[config.mk]
export PLATFORM = sky130hd
export DESIGN_NAME = timer_priority_queue
export DESIGN_NICKNAME = d
export VERILOG_FILES = /design/src/rtl/tpq_pkg.sv /design/src/rtl/timer_priority_queue.sv /design/src/rtl/tpq_ctrl.sv /design/src/rtl/tpq_datapath.sv
export SDC_FILE = /design/constraint.sdc
export NUM_CORES = 2
export LEC_CHECK = 0
export ABC_CLOCK_PERIOD_IN_PS = 17400
export BUFFER_PORTS_ARGS = -buffer_cell sky130_fd_sc_hd__buf_2
export CAP_MARGIN = 20
export CORE_MARGIN = 2
export CORE_UTILIZATION = 43
export CTS_CLUSTER_SIZE = 30
export DETAILED_ROUTE_END_ITERATION = 10
export GPL_ROUTABILITY_DRIVEN = 0
export GPL_TIMING_DRIVEN = 1
export PLACE_DENSITY = 0.61
export SYNTH_ARGS = -nofsm -noshare
export SYNTH_HDL_FRONTEND = slang
export SYNTH_HIERARCHICAL = 1
export SYNTH_SLANG_ARGS = --single-unit
export TNS_END_PERCENT = 100
[constraint.sdc]
create_clock -name clk -period 17.4 [get_ports clk]
set_clock_uncertainty 0.2 [all_clocks]
set_input_delay 0.87 -clock clk [delete_from_list [all_inputs] [get_ports clk]]
set_output_delay 0.87 -clock clk [all_outputs]
set_load 0.03 [all_outputs]
[src/rtl/tpq_pkg.sv]
package tpq_pkg;

    // Default number of timer slots held by the block.
    localparam int TIMER_SLOTS_DEF = 16;

    // Input command codes.
    localparam logic [1:0] CMD_START = 2'd0;
    localparam logic [1:0] CMD_STOP  = 2'd1;
    localparam logic [1:0] CMD_RUN   = 2'd2;
    localparam logic [1:0] CMD_QUERY = 2'd3;

    // Result kind codes.
    localparam logic [1:0] KIND_DONE  = 2'd0;
    localparam logic [1:0] KIND_FIRED = 2'd1;
    localparam logic [1:0] KIND_WAIT  = 2'd2;

    // Largest wait that is reported, and the code for no armed slot.
    localparam logic signed [31:0] WAIT_CLAMP = 32'sd2147483647;
    localparam logic signed [31:0] WAIT_NONE  = -32'sd1;

    // Commands from the controller to the datapath.
    typedef struct packed {
        logic capture;     // latch the item's fields
        logic do_start;    // arm the addressed slot
        logic do_stop;     // disarm the addressed slot
        logic scan_clear;  // restart the minimum search
        logic scan_step;   // examine one slot
        logic fire;        // disarm the best slot and report it
        logic emit_done;   // report a done result
        logic emit_wait;   // report the wait value
    } tpq_cmd_t;

    // Status from the datapath to the controller.
    typedef struct packed {
        logic scan_last;   // the slot under examination is the last one
        logic found;       // the search has seen an armed slot
        logic due;         // the best slot's deadline is not after now
    } tpq_status_t;

endpackage

[src/rtl/timer_priority_queue.sv]
// Timer slot queue with earliest-deadline search.
//
// Items enter on start, command, slot, delay and now. An item is taken at a
// rising edge where start is high and busy is low; busy then stays high until
// the last result of that item has been issued. Each result appears on kind,
// fired_slot, wait_res and last for exactly one cycle while res_valid is high.
// The receiver has no way to hold results off, so it must take them as issued.
//
// Start and stop answer with one done result, set up in the execute state
// and issued from the result registers. Run and query walk the slots one
// per cycle to find the earliest armed deadline, ties going to the lower
// start order, then to the lower slot, through the single shared comparator
// of the search loop. A query answers with the wait once its search is done.
// A run that fires k slots searches k + 1 times and issues its done result
// after the last search. Busy drops in the cycle the final result is shown,
// so the next item can be taken then.
//
// Reset disarms every slot and clears the start order counter; deadlines and
// orders of disarmed slots are never examined, so they need no clearing.
module timer_priority_queue #(
    parameter int TIMER_SLOTS = tpq_pkg::TIMER_SLOTS_DEF
) (
    input  logic               clk,
    input  logic               rst_n,
    input  logic               start,
    output logic               busy,
    input  logic [1:0]         command,
    input  logic [3:0]         slot,
    input  logic [62:0]        delay,
    input  logic [63:0]        now,
    output logic               res_valid,
    output logic [1:0]         kind,
    output logic [3:0]         fired_slot,
    output logic signed [31:0] wait_res,
    output logic               last
);
    import tpq_pkg::*;

    tpq_cmd_t    cmd;
    tpq_status_t status;

    // The controller sequences the command; the datapath holds the slots,
    // the search registers and the result registers.
    tpq_ctrl u_ctrl (
        .clk     (clk),
        .rst_n   (rst_n),
        .start   (start),
        .command (command),
        .status  (status),
        .cmd     (cmd),
        .busy    (busy)
    );

    tpq_datapath #(
        .TIMER_SLOTS (TIMER_SLOTS)
    ) u_datapath (
        .clk        (clk),
        .rst_n      (rst_n),
        .cmd        (cmd),
        .status     (status),
        .slot       (slot),
        .delay      (delay),
        .now        (now),
        .res_valid  (res_valid),
        .kind       (kind),
        .fired_slot (fired_slot),
        .wait_res   (wait_res),
        .last       (last)
    );

`ifndef SYNTHESIS
    // A result only follows a cycle in which an item was being worked on.
    assert property (@(posedge clk) disable iff (!rst_n)
        res_valid |-> $past(busy))
        else $error("result issued without an item in progress");

    // Only a fired slot report can be followed by further results.
    assert property (@(posedge clk) disable iff (!rst_n)
        (res_valid && !last) |-> (kind == KIND_FIRED))
        else $error("non-final result is not a fired slot");

    // After a fired slot the search restarts, so results never come back to back.
    assert property (@(posedge clk) disable iff (!rst_n)
        (res_valid && kind == KIND_FIRED) |=> !res_valid)
        else $error("result directly after a fired slot report");

    // Taking an item always makes the block busy in the next cycle.
    assert property (@(posedge clk) disable iff (!rst_n)
        (start && !busy) |=> busy)
        else $error("accepted item did not raise busy");
`endif

endmodule

[src/rtl/tpq_ctrl.sv]
module tpq_ctrl (
    input  logic                 clk,
    input  logic                 rst_n,
    input  logic                 start,
    input  logic [1:0]           command,
    input  tpq_pkg::tpq_status_t status,
    output tpq_pkg::tpq_cmd_t    cmd,
    output logic                 busy
);
    import tpq_pkg::*;

    typedef enum logic [1:0] {
        S_IDLE,
        S_EXEC,
        S_SCAN,
        S_DECIDE
    } state_t;

    state_t     state_reg, state_next;
    logic [1:0] op_reg;
    logic       busy_reg;
    logic       accept;

    assign accept = start && !busy_reg;
    assign busy   = busy_reg;

    always_comb
    begin
        cmd        = '0;
        state_next = state_reg;
        case (state_reg)
            S_IDLE:
            begin
                if (accept)
                begin
                    cmd.capture    = 1'b1;
                    cmd.scan_clear = 1'b1;
                    if (command == CMD_START || command == CMD_STOP)
                        state_next = S_EXEC;
                    else
                        state_next = S_SCAN;
                end
            end
            S_EXEC:
            begin
                cmd.do_start  = (op_reg == CMD_START);
                cmd.do_stop   = (op_reg == CMD_STOP);
                cmd.emit_done = 1'b1;
                state_next    = S_IDLE;
            end
            S_SCAN:
            begin
                cmd.scan_step = 1'b1;
                if (status.scan_last)
                    state_next = S_DECIDE;
            end
            S_DECIDE:
            begin
                if (op_reg == CMD_RUN)
                begin
                    if (status.found && status.due)
                    begin
                        cmd.fire       = 1'b1;
                        cmd.scan_clear = 1'b1;
                        state_next     = S_SCAN;
                    end
                    else
                    begin
                        cmd.emit_done = 1'b1;
                        state_next    = S_IDLE;
                    end
                end
                else
                begin
                    cmd.emit_wait = 1'b1;
                    state_next    = S_IDLE;
                end
            end
            default:
            begin
                state_next = S_IDLE;
            end
        endcase
    end

    always_ff @(posedge clk or negedge rst_n)
    begin
        if (!rst_n)
        begin
            state_reg <= S_IDLE;
            op_reg    <= CMD_START;
            busy_reg  <= 1'b0;
        end
        else
        begin
            state_reg <= state_next;
            busy_reg  <= (state_next != S_IDLE);
            if (accept)
                op_reg <= command;
        end
    end

endmodule

[src/rtl/tpq_datapath.sv]
module tpq_datapath #(
    parameter int TIMER_SLOTS = tpq_pkg::TIMER_SLOTS_DEF
) (
    input  logic                 clk,
    input  logic                 rst_n,
    input  tpq_pkg::tpq_cmd_t    cmd,
    output tpq_pkg::tpq_status_t status,
    input  logic [3:0]           slot,
    input  logic [62:0]          delay,
    input  logic [63:0]          now,
    output logic                 res_valid,
    output logic [1:0]           kind,
    output logic [3:0]           fired_slot,
    output logic signed [31:0]   wait_res,
    output logic                 last
);
    import tpq_pkg::*;

    localparam int SLOT_W = (TIMER_SLOTS > 1) ? $clog2(TIMER_SLOTS) : 1;
    localparam logic [SLOT_W-1:0] LAST_IDX = SLOT_W'(TIMER_SLOTS - 1);

    // Slot storage; only armed entries are ever examined.
    logic [63:0]            deadline_reg [TIMER_SLOTS];
    logic [63:0]            order_reg    [TIMER_SLOTS];
    logic [TIMER_SLOTS-1:0] armed_reg;
    logic [63:0]            counter_reg;

    // Captured item fields.
    logic [3:0]  slot_reg;
    logic [62:0] delay_reg;
    logic [63:0] now_reg;

    // Minimum search state.
    logic [SLOT_W-1:0] idx_reg;
    logic [SLOT_W-1:0] best_idx_reg;
    logic [63:0]       best_dl_reg;
    logic [63:0]       best_ord_reg;
    logic              found_reg;

    // Result registers.
    logic              res_valid_reg;
    logic [1:0]        kind_reg;
    logic [3:0]        fired_slot_reg;
    logic signed [31:0] wait_reg;
    logic              last_reg;

    logic              in_range;
    logic [SLOT_W-1:0] slot_idx;
    logic [64:0]       sum_wide;
    logic [63:0]       sum_sat;
    logic [63:0]       cur_dl;
    logic [63:0]       cur_ord;
    logic              better;
    logic [63:0]       diff;
    logic signed [31:0] wait_val;

    assign in_range = ({28'd0, slot_reg} < 32'(TIMER_SLOTS));
    assign slot_idx = SLOT_W'(slot_reg);
    assign sum_wide = {1'b0, now_reg} + {2'b00, delay_reg};
    assign sum_sat  = sum_wide[64] ? '1 : sum_wide[63:0];

    assign cur_dl  = deadline_reg[idx_reg];
    assign cur_ord = order_reg[idx_reg];
    assign better  = armed_reg[idx_reg] &&
                     (!found_reg || (cur_dl < best_dl_reg) ||
                      ((cur_dl == best_dl_reg) && (cur_ord < best_ord_reg)));

    assign diff = best_dl_reg - now_reg;

    always_comb
    begin
        if (!found_reg)
            wait_val = WAIT_NONE;
        else if (best_dl_reg <= now_reg)
            wait_val = '0;
        else if (diff[63:31] != '0)
            wait_val = WAIT_CLAMP;
        else
            wait_val = signed'(diff[31:0]);
    end

    assign status.scan_last = (idx_reg == LAST_IDX);
    assign status.found     = found_reg;
    assign status.due       = (best_dl_reg <= now_reg);

    // Payload and storage registers.
    always_ff @(posedge clk)
    begin
        if (cmd.capture)
        begin
            slot_reg  <= slot;
            delay_reg <= delay;
            now_reg   <= now;
        end
        if (cmd.do_start && in_range)
        begin
            deadline_reg[slot_idx] <= sum_sat;
            order_reg[slot_idx]    <= counter_reg;
        end
        if (cmd.scan_step && better)
        begin
            best_idx_reg <= idx_reg;
            best_dl_reg  <= cur_dl;
            best_ord_reg <= cur_ord;
        end
        if (cmd.emit_done)
        begin
            kind_reg       <= KIND_DONE;
            fired_slot_reg <= '0;
            wait_reg       <= '0;
            last_reg       <= 1'b1;
        end
        else if (cmd.fire)
        begin
            kind_reg       <= KIND_FIRED;
            fired_slot_reg <= 4'(best_idx_reg);
            wait_reg       <= '0;
            last_reg       <= 1'b0;
        end
        else if (cmd.emit_wait)
        begin
            kind_reg       <= KIND_WAIT;
            fired_slot_reg <= '0;
            wait_reg       <= wait_val;
            last_reg       <= 1'b1;
        end
    end

    // Control registers.
    always_ff @(posedge clk or negedge rst_n)
    begin
        if (!rst_n)
        begin
            armed_reg     <= '0;
            counter_reg   <= '0;
            idx_reg       <= '0;
            found_reg     <= 1'b0;
            res_valid_reg <= 1'b0;
        end
        else
        begin
            res_valid_reg <= cmd.emit_done || cmd.fire || cmd.emit_wait;
            if (cmd.do_start && in_range)
            begin
                armed_reg[slot_idx] <= 1'b1;
                counter_reg         <= counter_reg + 64'd1;
            end
            if (cmd.do_stop && in_range)
                armed_reg[slot_idx] <= 1'b0;
            if (cmd.fire)
                armed_reg[best_idx_reg] <= 1'b0;
            if (cmd.scan_clear)
            begin
                idx_reg   <= '0;
                found_reg <= 1'b0;
            end
            else if (cmd.scan_step)
            begin
                if (better)
                    found_reg <= 1'b1;
                if (idx_reg != LAST_IDX)
                    idx_reg <= idx_reg + SLOT_W'(1);
            end
        end
    end

    assign res_valid  = res_valid_reg;
    assign kind       = kind_reg;
    assign fired_slot = fired_slot_reg;
    assign wait_res   = wait_reg;
    assign last       = last_reg;

endmodule

==> impl_metrics.csv <==
group,metric,value,unit
detailed_routing,detail_route.wl_per_cell,28.20,um
synth,async_reset_ff_share,3.728,%
detailed_routing,routed_wirelength,261.1,mm
clock_tree,cts_buffer_depth,3,
critical_path,critical_path_class,"reg -> reg",
run_status,outcome,"finished, final reports clean",
synth,yosysUniqueCellTypes,89,
sta,fin_ws,9.055,ns
floorplan,die_w,491.4,um
sta,period_minus_slack,8.345,ns
synth,synth_top_family_by_area,"multiplexers",
detailed_routing,antenna_left,0,
clock_tree,clk_pin_slew,0.06,ns
final_layout,fin_util,49.28,%
clock_tree,cts_resized,0,
sta,slew_viol_final,0,
synth,synth_compound_area_share,4.373,%
placement,numPortBuffers,176,
final_layout,drive_gt1_share,22.07,%
power,powerDensity,150.7,mW/mm2
clock_tree,hold_buffers,132,
synth,synth_ff_type,"edfxtp_1",
critical_path,cp_max_fo,104,
synth,synthAdderAreaFrac,3.236,%
floorplan,rows,178,
critical_path,end_kind,"register",
detailed_routing,drc,0,
synth,synthSimpleGateAreaFrac,3.885,%
clock_tree,clock_latency,0.88,ns
sta,rsz0062_at_grt,"no",
grt,grt_max_degree,107,
clock_tree,cts-root-buf,"clkbuf_16",
placement,place_hpwl,149.0,mm
critical_path,required,17.70,ns
final_layout,nNetsFinal,6300,
clock_tree,cts.sinks,2441,
clock_tree,htreeDepth,4,
sta,max_clock_freq,0.1198,GHz
floorplan,die_h,491.4,um
floorplan,die-area,0.2414,mm2
critical_path,max_stage_delay,0.82,ns
synth,synthXorXnorAreaFrac,1.338,%
critical_path,start_kind,"register",
grt,grt_pass1_wl,381.1,mm
final_layout,antenna_cells,0,
floorplan,initial_core_util,43.35,%
sta,hold_viol,0,
floorplan,coreArea,0.2356,mm2
critical_path,crit_chain,"buf_4 > buf_4 > buf_12 > buf_12 > mux4_2 > mux4_2 > ha_1 > a21o_1 > a21oi_1 > nor2b_1 > o21ai_0 > nand2b_1 > a21oi_1 > o21ai_0 > nor4b_1 > o2111ai_1 > o211ai_1 > buf_4 > buf_4",
synth,synth_nets,5907,
floorplan,io_pins,177,
flow_run,drv_cap,0,
synth,ys.warnings.count,6,
min_path,whs_path_depth,1,
grt,antenna_found_initial,0,
clock_tree,cts_tree,"built",
power,finalPower,17500,uW
critical_path,r2r_cells,19,
critical_path,crit_top_cell,"buf_4",
clock_tree,post-cts-setup-buffers,0,
synth,synth_enable_flop_cells,2311,
grt,gr-total-overflow,0,
sta,post-route-period-util,47.96,%
sta,slew_headroom,20.89,%
synth,yosysSeqAreaShare,70.94,%
detailed_routing,via_per_inst,5.893,
sta,fin_tns_setup,0,ns
power,ir_worst_vdd,0.0001603,V
synth,syn_area_per_cell,18.54,um2
grt,grt_util_all_layers,21.38,%
power,leakage,0.03638,uW
detailed_routing,drtPass1Iterations,5,
synth,synth_seq_cells,2441,
sta,setup_viol,0,
detailed_routing,drt_iter0_drc,5234,
grt,grt_pass1_vias,55122,
synth,synth_area,0.1021,mm2
critical_path,cp_data_arrival_time,8.64,ns
sta,tightest_slew,1.187,ns
final_layout,syn_to_final_growth,13.69,%
clock_tree,numCtsBuffers,236,
placement,preCtsSetupSlack,8.882,ns
critical_path,crit_slowest_cell,"dfrtp_4",
min_path,hold_class,"in -> reg",
detailed_routing,vias,54550,
synth,syn_inst,5508,
synth,synthMuxAreaShare,14.33,%
[layout by cell type, fill, tap and decap left out, drive strengths merged, types with 9 or more instances in the layout]
cell type       n
a21oi         236
dlygate4sd3   132
mux4          645
clkbuf        300
or2             9
and4           10
and3           23
buf           268
and2           13
xor2           61
a31oi          19
clkinvlp       13
clkinv         97
nand3          65
nand4          94
dfxtp          39
ha            261
a21o           71
a211oi         25
nor3           36
dfrtp          91
nand2b         31
o21bai         19
o211ai         19
inv           255
nand2         229
nor2b          37
o21ai         167
nor4           26
o21a           28
a21boi         11
bufinv         26
a221oi         14
xnor2          95
nor2          186
or3            16
edfxtp       2311
[cell usage after synthesis, types with 7 or more instances]
cell / instances / share of area (%)
edfxtp_1: 2311 / 68
o21a_1: 28 / 0.21
o211ai_1: 19 / 0.14
buf_2: 20 / 0.098
or3_1: 16 / 0.098
nor4_1: 26 / 0.16
mux4_2: 645 / 14
and4_1: 10 / 0.086
a31oi_1: 19 / 0.12
nand4_1: 94 / 0.58
nand3_1: 65 / 0.32
a311oi_1: 7 / 0.060
buf_1: 58 / 0.21
o31ai_1: 8 / 0.059
a21oi_2: 31 / 0.27
a2111oi_0: 8 / 0.069
a21oi_1: 205 / 1.0
xnor2_1: 95 / 0.81
xor2_1: 61 / 0.52
nor2_1: 186 / 0.68
nand2b_1: 31 / 0.19
nand2_1: 229 / 0.84
nor2b_1: 36 / 0.22
and3_1: 21 / 0.13
a21boi_0: 11 / 0.081
dfxtp_1: 39 / 0.76
clkbuf_1: 158 / 0.58
nor3_1: 36 / 0.18
a21o_1: 69 / 0.51
or4_1: 8 / 0.059
a221oi_1: 13 / 0.11
dfrtp_1: 91 / 2.2
inv_1: 245 / 0.90
or2_2: 9 / 0.055
a211oi_1: 23 / 0.17
and2_1: 12 / 0.073
ha_1: 261 / 3.2
nor3b_1: 8 / 0.059
o21bai_1: 19 / 0.14
o21ai_0: 164 / 0.80
[critical path, delay by kind of cell, from the launching register on]
family                   cells  cell delay, ns
multiplexers                 2            0.90
AND/OR/NAND/NOR              3            0.73
AO/OA/AOI/OAI                7            1.38
adder cells (fa/ha/maj)      1            0.30
buffers and inverters        6            3.34
flip-flops                   1            0.82
[area by class of cell]
cell class              count  area [um2]
inverters                 247       934.6
well taps                3150        3941
clock inverters           144        1460
repair buffers            400        3087
clock buffers             300        6331
fillers                 19246      119500
flip-flops and latches   2441       72470
multi-input cells        2575       27900
[logic make-up (layout without fill, tap and decap cells)]
| group | Yosys count | count (layout) |
|---|---|---|
| AOI/OAI and AO/OA | 695 | 695 |
| xor gates and xnor gates | 156 | 156 |
| adders and majority gates | 263 | 263 |
| buffers and inverters | 492 | 1091 |
| DFF | 2441 | 2441 |
| muxes | 655 | 655 |
| and+or+nand+nor | 806 | 806 |
[layer usage]
metal  share of wire [%]  GRT usage, %  up-vias
li1                    -             -    23157
met1                  42         29.95    29013
met2                  49         35.57     1984
met3                 5.7         2.695      396
met4                 2.4         5.525        0
met5                   0             0        -
[path summary, 6_finish.rpt]
kind	from	endpoint	slack (ns)
min in group asynchronous	rst_n	u_datapath/counter_reg[10]	0.40
worst min register to register	u_datapath/fired_slot[1]	u_datapath/fired_slot[1]	0.27
worst min-delay path	now[27]	u_datapath/now_reg[27]	0.08
worst max-delay path	u_datapath/idx_reg[1]	u_datapath/best_ord_reg[40]	9.05
max in group asynchronous	rst_n	u_datapath/idx_reg[2]	15.32
worst max register to register	u_datapath/idx_reg[1]	u_datapath/best_ord_reg[40]	9.05
[power breakdown]
part	internal [uW]	leakage, uW	switching (uW)	total, uW
Clock	2950	0.00378	2190	5140
Sequential	7150	0.0202	256	7400
Combinational	1930	0.0123	3030	4960
Total	12000	0.0364	5470	17500
[per-stage QoR]
| step | hold slack (ns) | area, um2 | instances |
|---|---|---|---|
| after floorplan | 0.2231 | 102100 | 5508 |
| after global placement | 0.2661 | 107000 | 8678 |
| after detailed placement | 0.2624 | 107000 | 8680 |
| after CTS | 0.01477 | 116100 | 9256 |
| after global routing | 0.02742 | 116100 | 9257 |
| final | 0.07890 | 116100 | 9257 |
Power figures use the tool's default switching activity.
